### src/hw/rtl/id3u8_pkg.sv
`timescale 1ns / 1ps

package id3u8_pkg;

    // Depth of the queue between the front and back parts.
    localparam int QDEPTH  = 4;
    localparam int QPTR_W  = $clog2(QDEPTH);
    localparam int QCNT_W  = $clog2(QDEPTH + 1);

    // Most output bytes that one input byte can cause.
    localparam int MAX_OUT = 3;
    localparam int IDX_W   = $clog2(MAX_OUT);

    // Encoding byte values at the head of a frame; any other value is UTF-16.
    localparam logic [7:0]  ENC_LATIN1     = 8'd0;
    localparam logic [7:0]  ENC_UTF16_MARK = 8'd1;
    localparam logic [7:0]  ENC_UTF8       = 8'd3;

    localparam logic [7:0]  BOM_FF    = 8'hFF;
    localparam logic [7:0]  BOM_FE    = 8'hFE;
    localparam logic [7:0]  LEAD2     = 8'hC0;
    localparam logic [7:0]  LEAD3     = 8'hE0;
    localparam logic [7:0]  CONT      = 8'h80;
    localparam logic [5:0]  CONT_MASK = 6'h3F;
    localparam logic [15:0] TWO_LIMIT = 16'h0800;
    localparam logic [15:0] ONE_LIMIT = 16'h0080;

    // One unit of work: the output bytes caused by one input byte.
    typedef struct packed {
        logic [MAX_OUT-1:0][7:0] bytes;
        logic [IDX_W-1:0]        cnt;    // number of results, 1 to MAX_OUT
        logic                    valid;  // 0 only for an end marker
        logic                    done;   // last results of the frame
    } job_t;

endpackage

### src/hw/rtl/id3_text_frame_to_utf8_top.sv
`timescale 1ns / 1ps
// Channel   Direction  Payload
// s_*       in         tdata[7:0] payload_byte, tlast frame_end
// m_*       out        tdata[7:0] text_byte, tuser[0] byte_valid, tuser[1] run_last,
//                      tlast text_done
//
// An input byte is taken whenever the job queue has room; it leaves
// zero to three output bytes, and the output side emits one byte per cycle while
// m_tready is high. The front part converts each byte in its accept cycle;
// its results pass through the queue and then the output register. A stall
// on m_tready fills the four-entry queue, then s_tready drops. Reset clears
// the decoder state, the queue and the output register.

module id3_text_frame_to_utf8_top (
    input  logic        clk,
    input  logic        rst_n,
    input  logic        s_tvalid,
    output logic        s_tready,
    input  logic [7:0]  s_tdata,   // [7:0] payload_byte
    input  logic        s_tlast,
    output logic        m_tvalid,
    input  logic        m_tready,
    output logic [7:0]  m_tdata,   // [7:0] text_byte
    output logic [1:0]  m_tuser,   // [0] byte_valid, [1] run_last
    output logic        m_tlast
);

    id3u8_pkg::job_t push_job;
    id3u8_pkg::job_t head_job;
    logic            push;
    logic            pop;
    logic            full;
    logic            empty;
    logic            accept;

    assign s_tready = !full;
    assign accept   = s_tvalid && !full;

    id3u8_front u_front (
        .clk          (clk),
        .rst_n        (rst_n),
        .accept       (accept),
        .payload_byte (s_tdata),
        .frame_end    (s_tlast),
        .push         (push),
        .job          (push_job)
    );

    id3u8_queue u_queue (
        .clk      (clk),
        .rst_n    (rst_n),
        .push     (push),
        .push_job (push_job),
        .pop      (pop),
        .head_job (head_job),
        .full     (full),
        .empty    (empty)
    );

    id3u8_back u_back (
        .clk      (clk),
        .rst_n    (rst_n),
        .head_job (head_job),
        .empty    (empty),
        .pop      (pop),
        .m_tvalid (m_tvalid),
        .m_tready (m_tready),
        .m_tdata  (m_tdata),
        .m_tuser  (m_tuser),
        .m_tlast  (m_tlast)
    );

endmodule

### src/hw/rtl/id3u8_front.sv
`timescale 1ns / 1ps

module id3u8_front (
    input  logic              clk,
    input  logic              rst_n,
    input  logic              accept,
    input  logic [7:0]        payload_byte,
    input  logic              frame_end,
    output logic              push,
    output id3u8_pkg::job_t   job
);

    typedef enum logic [1:0] {
        PH_WAIT,
        PH_TEXT,
        PH_DONE
    } phase_t;

    typedef enum logic [1:0] {
        CL_LATIN,
        CL_U16_MARK,
        CL_U16,
        CL_UTF8
    } coding_t;

    phase_t      phase_reg, phase_next;
    coding_t     coding_reg, coding_next;
    logic        little_reg, little_next;
    logic [7:0]  held_reg, held_next;
    logic        holding_reg, holding_next;
    logic        first_reg, first_next;

    logic [15:0] unit;
    logic        is_mark;

    always_comb
    begin
        unit    = little_reg ? {payload_byte, held_reg} : {held_reg, payload_byte};
        is_mark = (coding_reg == CL_U16_MARK) && first_reg &&
                  (((held_reg == id3u8_pkg::BOM_FF) && (payload_byte == id3u8_pkg::BOM_FE)) ||
                   ((held_reg == id3u8_pkg::BOM_FE) && (payload_byte == id3u8_pkg::BOM_FF)));
    end

    always_comb
    begin
        phase_next   = phase_reg;
        coding_next  = coding_reg;
        little_next  = little_reg;
        held_next    = held_reg;
        holding_next = holding_reg;
        first_next   = first_reg;
        job          = '0;
        job.valid    = 1'b1;
        push         = 1'b0;

        if (accept)
        begin
            case (phase_reg)
                PH_WAIT:
                begin
                    case (payload_byte)
                        id3u8_pkg::ENC_LATIN1:     coding_next = CL_LATIN;
                        id3u8_pkg::ENC_UTF16_MARK: coding_next = CL_U16_MARK;
                        id3u8_pkg::ENC_UTF8:       coding_next = CL_UTF8;
                        default:                   coding_next = CL_U16;
                    endcase
                    phase_next   = PH_TEXT;
                    little_next  = 1'b0;
                    holding_next = 1'b0;
                    first_next   = 1'b1;
                end
                PH_TEXT:
                begin
                    case (coding_reg)
                        CL_UTF8:
                        begin
                            job.bytes[0] = payload_byte;
                            job.cnt      = 2'd1;
                        end
                        CL_LATIN:
                        begin
                            if (payload_byte == 8'd0)
                            begin
                                phase_next = PH_DONE;
                            end
                            else if (!payload_byte[7])
                            begin
                                job.bytes[0] = payload_byte;
                                job.cnt      = 2'd1;
                            end
                            else
                            begin
                                job.bytes[0] = id3u8_pkg::LEAD2 | {6'd0, payload_byte[7:6]};
                                job.bytes[1] = id3u8_pkg::CONT
                                               | {2'd0, payload_byte[5:0] & id3u8_pkg::CONT_MASK};
                                job.cnt      = 2'd2;
                            end
                        end
                        default:
                        begin
                            if (!holding_reg)
                            begin
                                held_next    = payload_byte;
                                holding_next = 1'b1;
                            end
                            else
                            begin
                                holding_next = 1'b0;
                                first_next   = 1'b0;
                                if (is_mark)
                                begin
                                    little_next = (payload_byte == id3u8_pkg::BOM_FE);
                                end
                                else if (unit == 16'd0)
                                begin
                                    phase_next = PH_DONE;
                                end
                                else if (unit < id3u8_pkg::ONE_LIMIT)
                                begin
                                    job.bytes[0] = unit[7:0];
                                    job.cnt      = 2'd1;
                                end
                                else if (unit < id3u8_pkg::TWO_LIMIT)
                                begin
                                    job.bytes[0] = id3u8_pkg::LEAD2 | {3'd0, unit[10:6]};
                                    job.bytes[1] = id3u8_pkg::CONT | {2'd0, unit[5:0]};
                                    job.cnt      = 2'd2;
                                end
                                else
                                begin
                                    job.bytes[0] = id3u8_pkg::LEAD3 | {4'd0, unit[15:12]};
                                    job.bytes[1] = id3u8_pkg::CONT | {2'd0, unit[11:6]};
                                    job.bytes[2] = id3u8_pkg::CONT | {2'd0, unit[5:0]};
                                    job.cnt      = 2'd3;
                                end
                            end
                        end
                    endcase
                end
                default:
                begin
                    // Text already ended: bytes up to the frame end are dropped.
                end
            endcase

            if (frame_end)
            begin
                if (job.cnt == 2'd0)
                begin
                    job.cnt   = 2'd1;
                    job.valid = 1'b0;
                end
                job.done     = 1'b1;
                phase_next   = PH_WAIT;
                little_next  = 1'b0;
                holding_next = 1'b0;
                first_next   = 1'b1;
            end

            push = (job.cnt != 2'd0);
        end
    end

    always_ff @(posedge clk or negedge rst_n)
    begin
        if (!rst_n)
        begin
            phase_reg   <= PH_WAIT;
            coding_reg  <= CL_LATIN;
            little_reg  <= 1'b0;
            held_reg    <= 8'd0;
            holding_reg <= 1'b0;
            first_reg   <= 1'b1;
        end
        else
        begin
            phase_reg   <= phase_next;
            coding_reg  <= coding_next;
            little_reg  <= little_next;
            held_reg    <= held_next;
            holding_reg <= holding_next;
            first_reg   <= first_next;
        end
    end

endmodule

### src/hw/rtl/id3u8_queue.sv
`timescale 1ns / 1ps

module id3u8_queue (
    input  logic              clk,
    input  logic              rst_n,
    input  logic              push,
    input  id3u8_pkg::job_t   push_job,
    input  logic              pop,
    output id3u8_pkg::job_t   head_job,
    output logic              full,
    output logic              empty
);

    id3u8_pkg::job_t                   mem_reg [id3u8_pkg::QDEPTH];
    logic [id3u8_pkg::QPTR_W-1:0]      wr_reg, wr_next;
    logic [id3u8_pkg::QPTR_W-1:0]      rd_reg, rd_next;
    logic [id3u8_pkg::QCNT_W-1:0]      count_reg, count_next;

    assign full     = (count_reg == id3u8_pkg::QCNT_W'(id3u8_pkg::QDEPTH));
    assign empty    = (count_reg == '0);
    assign head_job = mem_reg[rd_reg];

    always_comb
    begin
        wr_next    = push ? wr_reg + 1'b1 : wr_reg;
        rd_next    = pop ? rd_reg + 1'b1 : rd_reg;
        count_next = count_reg;
        if (push && !pop)
        begin
            count_next = count_reg + 1'b1;
        end
        else if (pop && !push)
        begin
            count_next = count_reg - 1'b1;
        end
    end

    always_ff @(posedge clk)
    begin
        if (push)
        begin
            mem_reg[wr_reg] <= push_job;
        end
    end

    always_ff @(posedge clk or negedge rst_n)
    begin
        if (!rst_n)
        begin
            wr_reg    <= '0;
            rd_reg    <= '0;
            count_reg <= '0;
        end
        else
        begin
            wr_reg    <= wr_next;
            rd_reg    <= rd_next;
            count_reg <= count_next;
        end
    end

endmodule

### src/hw/rtl/id3u8_back.sv
`timescale 1ns / 1ps

module id3u8_back (
    input  logic              clk,
    input  logic              rst_n,
    input  id3u8_pkg::job_t   head_job,
    input  logic              empty,
    output logic              pop,
    output logic              m_tvalid,
    input  logic              m_tready,
    output logic [7:0]        m_tdata,
    output logic [1:0]        m_tuser,
    output logic              m_tlast
);

    logic [id3u8_pkg::IDX_W-1:0] idx_reg, idx_next;
    logic                        valid_reg, valid_next;
    logic [7:0]                  data_reg, data_next;
    logic [1:0]                  user_reg, user_next;
    logic                        last_reg, last_next;

    logic load;
    logic final_byte;

    // The output register takes a new byte whenever it is empty or being drained.
    assign load       = !empty && (!valid_reg || m_tready);
    assign final_byte = (idx_reg == head_job.cnt - 1'b1);
    assign pop        = load && final_byte;

    always_comb
    begin
        idx_next   = idx_reg;
        valid_next = valid_reg;
        data_next  = data_reg;
        user_next  = user_reg;
        last_next  = last_reg;
        if (load)
        begin
            valid_next = 1'b1;
            data_next  = head_job.valid ? head_job.bytes[idx_reg] : 8'd0;
            user_next  = {final_byte, head_job.valid};
            last_next  = final_byte && head_job.done;
            idx_next   = final_byte ? '0 : idx_reg + 1'b1;
        end
        else if (m_tready)
        begin
            valid_next = 1'b0;
        end
    end

    always_ff @(posedge clk or negedge rst_n)
    begin
        if (!rst_n)
        begin
            idx_reg   <= '0;
            valid_reg <= 1'b0;
            data_reg  <= 8'd0;
            user_reg  <= 2'd0;
            last_reg  <= 1'b0;
        end
        else
        begin
            idx_reg   <= idx_next;
            valid_reg <= valid_next;
            data_reg  <= data_next;
            user_reg  <= user_next;
            last_reg  <= last_next;
        end
    end

    assign m_tvalid = valid_reg;
    assign m_tdata  = data_reg;
    assign m_tuser  = user_reg;
    assign m_tlast  = last_reg;

endmodule

### config.mk
export PLATFORM = sky130hd
export DESIGN_NAME = id3_text_frame_to_utf8_top
export DESIGN_NICKNAME = d
export VERILOG_FILES = /design/src/hw/rtl/id3u8_pkg.sv /design/src/hw/rtl/id3_text_frame_to_utf8_top.sv /design/src/hw/rtl/id3u8_front.sv /design/src/hw/rtl/id3u8_queue.sv /design/src/hw/rtl/id3u8_back.sv
export SDC_FILE = /design/constraint.sdc
export NUM_CORES = 1
export LEC_CHECK = 0
export BUFFER_PORTS_ARGS = -buffer_cell sky130_fd_sc_hd__buf_2
export CAP_MARGIN = 25
export CORE_MARGIN = 3
export CORE_UTILIZATION = 66
export DETAILED_ROUTE_END_ITERATION = 6
export PLACE_DENSITY = 0.83
export SETUP_SLACK_MARGIN = 0.02
export SLEW_MARGIN = 20
export SYNTH_ARGS = -nofsm -noshare
export SYNTH_HDL_FRONTEND = slang
export SYNTH_HIERARCHICAL = 1
export SYNTH_SLANG_ARGS = --single-unit
### constraint.sdc
create_clock -name clk -period 4.65 [get_ports clk]
set_input_delay 0.93 -clock clk [delete_from_list [all_inputs] [get_ports clk]]
set_output_delay 0.93 -clock clk [all_outputs]
set_load 0.005 [all_outputs]
==> run summary, run 1 <==
Outcome - finished clean
Reg2reg end - u_queue/count_reg[2]$_DFFE_PN0P_
Met2 usage - 0.488
Row Count - 36
Number of synthesized flops with an enable pin - 112
Largest family of logic cells by synthesized area - multiplexers
Post-Synth Adder-Cell Area - 0.0173
Warnings from Yosys - 6
Max-cap violations - 0
Setup TNS - 0 ns
Worst path arrival time - 4.53 ns
N_diodes - 0
Final setup fails - 0
Die ar. - 11800 µm²
WS Path Type - reg -> reg
Hold path endpoint - u_back/m_tuser[0]$_DFFE_PN0P_
Layout Area Growth over Synthesis - 11.5%
Routed Antenna Nets - 0
Clock sinks - 148
Vias - 4425
Nets - 520
Post-synth ARST share - 0.243
Yosys top cell area share - 0.484
Mux contribution to synthesized area - 0.142
F_max - 245 MHz
Sequential cell area fraction in the yosys report - 0.614
Die Y - 109 µm
GRT busiest layer - met2
Worst R2R Path Depth - 11
Antenna violations before repair - 0
Final period util - 0.879
Drt drc - 0
Routability-driven placement congestion ratio - 0.951
Hold WC Path Type - reg -> reg
Critical Path RT - 5.09 ns
Slew headroom - 0.316
Cells after synthesis - 474
Layout Skew - 0.0119 ns
First-pass GRT wire length - 26200 µm
Top_reg_cell synth - edfxtp_1
Worst Setup End Kind - flip-flop
Layout cells sized above 1 - 0.223
Peak VDD IR - 0.000407 V
Io pins - 26
Post-CTS Hold Buffers - 0
Initial Util - 0.695
Vias per cell - 6.87
Post-Synth Simple-Gate Area - 0.0807
Clk_lat worst skew - 0.53 ns
Drt wl/cell - 25.6 µm
Post-Syn Area - 6950 µm²
Worst-Margin Slew - 1.03 ns
Core area - 10000 µm²
Cts repair resizes - 0
Detailed Route Iter0 Violations - 501
CTS root buf - clkbuf_8
Min-delay src - u_back/m_tuser[0]$_DFFE_PN0P_
Post-synthesis sequential element count - 148
Die Width - 109 µm
Setup Buffers After CTS - 0
PnR worst setup slack - 0.561 ns
Yosys cell types - 65
Worst r2r src - u_front/little_reg$_DFFE_PN0P_
Syn avg cell area - 14.7 µm²
Post-Synth XOR/XNOR Area - 0.0101
Clock Path Buffers - 2
Vias in the first global route - 4582
CTS tree - done
Met3 GRT Util - 0.0824
GRT Overall Usage - 0.308
Max reg flops - 112
Post-route minimum period - 4.09 ns
Pre-CTS WS - 0.660 ns
Most area-hungry cell type in the Yosys netlist - edfxtp_1
Crit path launch type - flip-flop
Pwr dens - 670 nW/µm²
Compound-cell area share of the yosys netlist - 0.0998
Top cells by area, synth - edfxtp_1 (48%), dfrtp_1 (13%), mux4_2 (9.1%)
RSZ-0062 raised after global routing - false
# fillers - 566
GRT overflow - 0
Pleak - 2.76 nW
Cts bufs inserted - 17
H-tree levels - 4
1st-pass router iterations - 6
Final wirelength - 16500 µm
IO buf count - 25
CP Max Fanout - 25
Reg2reg setup slack - 0.56 ns
Met1 Use GR - 0.397
Detailed Place HPWL - 9730 µm
Worst hold stages - 1
Clock-pin slew on the worst setup and hold paths - 0.06 ns
Largest net degree at the start of global routing - 37
Fin. max-slew vios - 0
Final Hold Viols - 0
[cell usage in the layout (no fill, tap or decap), types with 15 or more instances in the layout]
| cell type | n |
|---|---|
| dfrtp_1 | 34 |
| inv_1 | 17 |
| mux2i_1 | 20 |
| buf_2 | 25 |
| clkbuf_16 | 16 |
| nor2_1 | 22 |
| mux4_2 | 28 |
| o21ai_0 | 19 |
| a21oi_1 | 20 |
| nand2_1 | 15 |
| edfxtp_1 | 112 |
[power by group]
part | leakage [nW] | total, mW | switching [mW] | internal (mW)
clock | 0.294 | 1.47 | 0.542 | 0.932
combinational | 0.981 | 1.62 | 0.895 | 0.724
sequential | 1.49 | 2.10 | 0.304 | 1.80
total | 2.76 | 5.20 | 1.74 | 3.45
[synthesized netlist by cell type (4+ instances only)]
master / number
clkbuf_1: 9
xor2_1: 4
a22o_1: 11
nor3_1: 13
edfxtp_1: 112
xnor2_1: 4
a21oi_1: 20
mux2_2: 14
buf_4: 7
nand2_1: 15
ha_1: 8
nor2_1: 22
o2bb2ai_1: 8
dfrtp_1: 35
nand2b_1: 6
mux2i_1: 20
a22oi_1: 4
o21ai_0: 19
mux4_2: 28
a211oi_1: 4
nor2b_1: 9
buf_2: 6
inv_1: 17
and2_1: 5
or3_1: 4
nand3_1: 9
buf_6: 5
[critical path, stage by stage, from the launching register on]
cell,delay (ns)
dfrtp_1,1.02
nor4b_1,0.52
o21a_1,0.39
nand2_1,0.23
a311oi_2,0.39
or3_1,0.30
ha_1,0.25
inv_1,0.07
fa_1,0.38
xor2_1,0.17
nor2_1,0.12
xor2_1,0.16
[cell families (layout without fill, tap and decap cells)]
logic type	count (synthesis)	after routing
adder cells (fa/ha/maj)	9	9
flip-flops	148	148
AO/OA/AOI/OAI	99	99
multiplexers	62	62
XOR/XNOR	8	8
other	1	2
buffers and inverters	46	82
AND/OR/NAND/NOR	101	101
[per-stage QoR]
step / power [mW] / util / hold WS [ns] / std cells / instance area, µm²
after floorplan: 3.24 / - / 0.456 / 475 / 6950
after global placement: 3.58 / 0.712 / 0.455 / 612 / 7120
after detailed placement: 3.65 / 0.712 / 0.465 / 612 / 7120
after CTS: 5.20 / 0.775 / 0.479 / 644 / 7750
after global routing: 5.43 / 0.775 / 0.491 / 644 / 7750
final: 5.20 / 0.775 / 0.475 / 644 / 7750
[worst max-delay path by stage]
stage                                   startpoint                          endpoint  slack [ns]  depth (start not counted)
floorplan                               s_tdata[1]   u_queue/mem_reg[0][0]$_DFFE_PP_        1.05                          8
global placement                        s_tdata[2]  u_queue/count_reg[2]$_DFFE_PN0P_        0.76                         12
detailed placement                      s_tdata[1]  u_queue/count_reg[2]$_DFFE_PN0P_        0.66                         12
CTS                 u_front/little_reg$_DFFE_PN0P_  u_queue/count_reg[2]$_DFFE_PN0P_        0.65                         11
global route        u_front/little_reg$_DFFE_PN0P_  u_queue/count_reg[2]$_DFFE_PN0P_        0.40                         11
finish              u_front/little_reg$_DFFE_PN0P_  u_queue/count_reg[2]$_DFFE_PN0P_        0.56                         11
[routing by layer]
layer	up-vias	routed length (µm)
met3	57	1490
met4	0	628
li1	1900	-
met1	2176	6240
met2	292	8140
met5	-	0
[cell type report]
| class | instances | area, µm² | area share |
|---|---|---|---|
| clock buffer | 21 | 429 | 0.0554 |
| clock inverter | 11 | 199 | 0.0257 |
| inverter | 17 | 63.8 | 0.00823 |
| multi-input combinational | 281 | 2440 | 0.315 |
| sequential | 148 | 4270 | 0.551 |
| tap | 133 | 166 | 0.0215 |
| timing repair buffer | 33 | 185 | 0.0239 |
Note: power is estimated with default switching activity, not from simulation.
==> run 2: changes to the inputs <==
--- a/config.mk
+++ b/config.mk
@@ -8,9 +8,9 @@
 export BUFFER_PORTS_ARGS = -buffer_cell sky130_fd_sc_hd__buf_2
 export CAP_MARGIN = 25
 export CORE_MARGIN = 3
-export CORE_UTILIZATION = 66
+export CORE_UTILIZATION = 45
 export DETAILED_ROUTE_END_ITERATION = 6
-export PLACE_DENSITY = 0.83
+export PLACE_DENSITY = 0.6
 export SETUP_SLACK_MARGIN = 0.02
 export SLEW_MARGIN = 20
 export SYNTH_ARGS = -nofsm -noshare
==> run summary, run 2 (same netlist as run 1, synthesis figures left out) <==
Core area - 14800 µm² (+48%)
Antenna violations before repair - 0 (unchanged)
Final Hold Viols - 0 (unchanged)
Final setup fails - 0 (unchanged)
Drt drc - 0 (unchanged)
Routability-driven placement congestion ratio - 0.880 (-7.5%)
Fin. max-slew vios - 0 (unchanged)
First-pass GRT wire length - 23600 µm (-10%)
Vias - 4102 (-7.3%)
Clock-pin slew on the worst setup and hold paths - 0.06 ns (about the same)
Die Y - 130 µm (+20%)
CTS tree - done
IO buf count - 25 (unchanged)
Clk_lat worst skew - 0.42 ns (-0.11 ns)
Worst Setup End Kind - flip-flop
Crit path launch type - flip-flop
CTS root buf - clkbuf_16
Cts bufs inserted - 17 (unchanged)
Io pins - 26 (unchanged)
Critical Path RT - 4.99 ns (-0.10 ns)
Setup TNS - 0 ns (unchanged)
Clock Path Buffers - 2 (unchanged)
Max reg flops - 112 (unchanged)
Setup Buffers After CTS - 0 (unchanged)
Final period util - 0.831 (-0.0479)
Layout Area Growth over Synthesis - 11.5% (about the same)
Max-cap violations - 0 (unchanged)
Worst path arrival time - 4.21 ns (-0.32 ns)
Hold WC Path Type - reg -> reg
Post-CTS Hold Buffers - 0 (unchanged)
Layout cells sized above 1 - 0.230 (+0.00693)
GRT Overall Usage - 0.186 (-0.123)
Row Count - 44 (+22%)
PnR worst setup slack - 0.784 ns (+0.223 ns)
Vias per cell - 5.89 (-14%)
Peak VDD IR - 0.000277 V (-32%)
# fillers - 1222 (+120%)
WS Path Type - reg -> reg
Layout Skew - 0.0142 ns (+0.00237 ns)
Detailed Route Iter0 Violations - 347 (-31%)
Die Width - 130 µm (+20%)
RSZ-0062 raised after global routing - false
Drt wl/cell - 20.7 µm (-19%)
Commonest non-fill, non-tap cell in the layout - edfxtp_1
H-tree levels - 4 (unchanged)
Slew headroom - 0.402 (+0.0863)
1st-pass router iterations - 4 (-2)
Cts repair resizes - 0 (unchanged)
Vias in the first global route - 4254 (-7.2%)
Worst-Margin Slew - 0.894 ns (-0.131 ns)
Pwr dens - 626 nW/µm² (-6.6%)
GRT overflow - 0 (unchanged)
Most frequent cells in the layout - edfxtp_1 (112), dfrtp_1 (34), mux4_2 (28)
N_diodes - 0 (unchanged)
Outcome - finished clean
CP Max Fanout - 19 (-24%)
Clock sinks - 148 (unchanged)
Pleak - 2.73 nW (-1.1%)
Routed Antenna Nets - 0 (unchanged)
Post-route minimum period - 3.87 ns (-0.223 ns)
Die ar. - 17000 µm² (+44%)
Final wirelength - 14400 µm (-12%)
Nets - 522 (+0.38%)
Largest net degree at the start of global routing - 37 (unchanged)
F_max - 259 MHz (+5.8%)
Detailed Place HPWL - 9730 µm (about the same)
Initial Util - 0.469 (-0.226)
Pre-CTS WS - 0.648 ns (-0.0121 ns)
## run 2: cell types whose count changed in the layout (fill, tap and decap cells not counted)
cell,previous run,this run
clkbuf_16,16,17
clkinv_4,0,1
buf_4,8,10
clkinv_2,0,5
clkbuf_1,4,2
clkinvlp_4,3,5
clkbuf_8,1,0
inv_6,3,1
bufinv_16,5,1
## run 2: final cells by class
class,count,area [µm²],share of cell area
flip-flops and latches,148,4270,0.551
multi-input cells,281,2440,0.315
clock buffers,19,433,0.0559
well taps,184,230,0.0297
repair buffers,35,200,0.0259
clock inverters,13,110,0.0142
inverters,17,63.8,0.00824
## run 2: final timing paths
path                                                 from                               end  slack (ns)  cells past startpoint
setup reg to reg           u_front/little_reg$_DFFE_PN0P_  u_queue/count_reg[2]$_DFFE_PN0P_        0.78                     11
min in group asynchronous                           rst_n       u_back/m_tvalid$_DFFE_PN0P_        0.61                      1
hold reg to reg             u_back/m_tuser[0]$_DFFE_PN0P_     u_back/m_tuser[0]$_DFFE_PN0P_        0.47                      1
max in group asynchronous                           rst_n     u_queue/rd_reg[0]$_DFFE_PN0P_        3.47                      1
hold / removal              u_back/m_tuser[0]$_DFFE_PN0P_     u_back/m_tuser[0]$_DFFE_PN0P_        0.47                      1
setup / recovery           u_front/little_reg$_DFFE_PN0P_  u_queue/count_reg[2]$_DFFE_PN0P_        0.78                     11
## run 2: where the power goes
part           internal, mW  leakage (nW)  switching, mW
Sequential             1.80          1.49          0.285
Clock                 0.731         0.255          0.507
Combinational         0.727         0.991          0.801
## run 2: per-layer routing
metal  global-route usage  wire length [µm]  vias up
li1                     -                 -     1901
met3               0.0487               648       17
met1                0.245              6460     2074
met5                    0                 0        -
met4               0.0630               234        0
met2                0.301              7100      110
## run 2: per-stage QoR
| stage | instances | hold WS (ns) | area [µm²] | util | total power, mW |
|---|---|---|---|---|---|
| floorplan | 475 | 0.456 | 6950 | - | 3.24 |
| global placement | 665 | 0.454 | 7200 | 0.486 | 3.63 |
| detailed placement | 665 | 0.464 | 7200 | 0.486 | 3.66 |
| CTS | 697 | 0.478 | 7740 | 0.523 | 4.91 |
| global route | 697 | 0.506 | 7740 | 0.523 | 5.16 |
| finish | 697 | 0.471 | 7740 | 0.523 | 4.85 |
## run 2: worst max-delay path, cell delays in order (launching register included)
cell and delay [ns]:
dfrtp_1 0.88, nor4b_1 0.51, o21a_1 0.38, o31ai_1 0.16, a2111oi_0 0.44, or3_1 0.32
ha_1 0.22, inv_1 0.06, fa_1 0.37, xor2_1 0.17, nor2_1 0.11, xor2_1 0.15
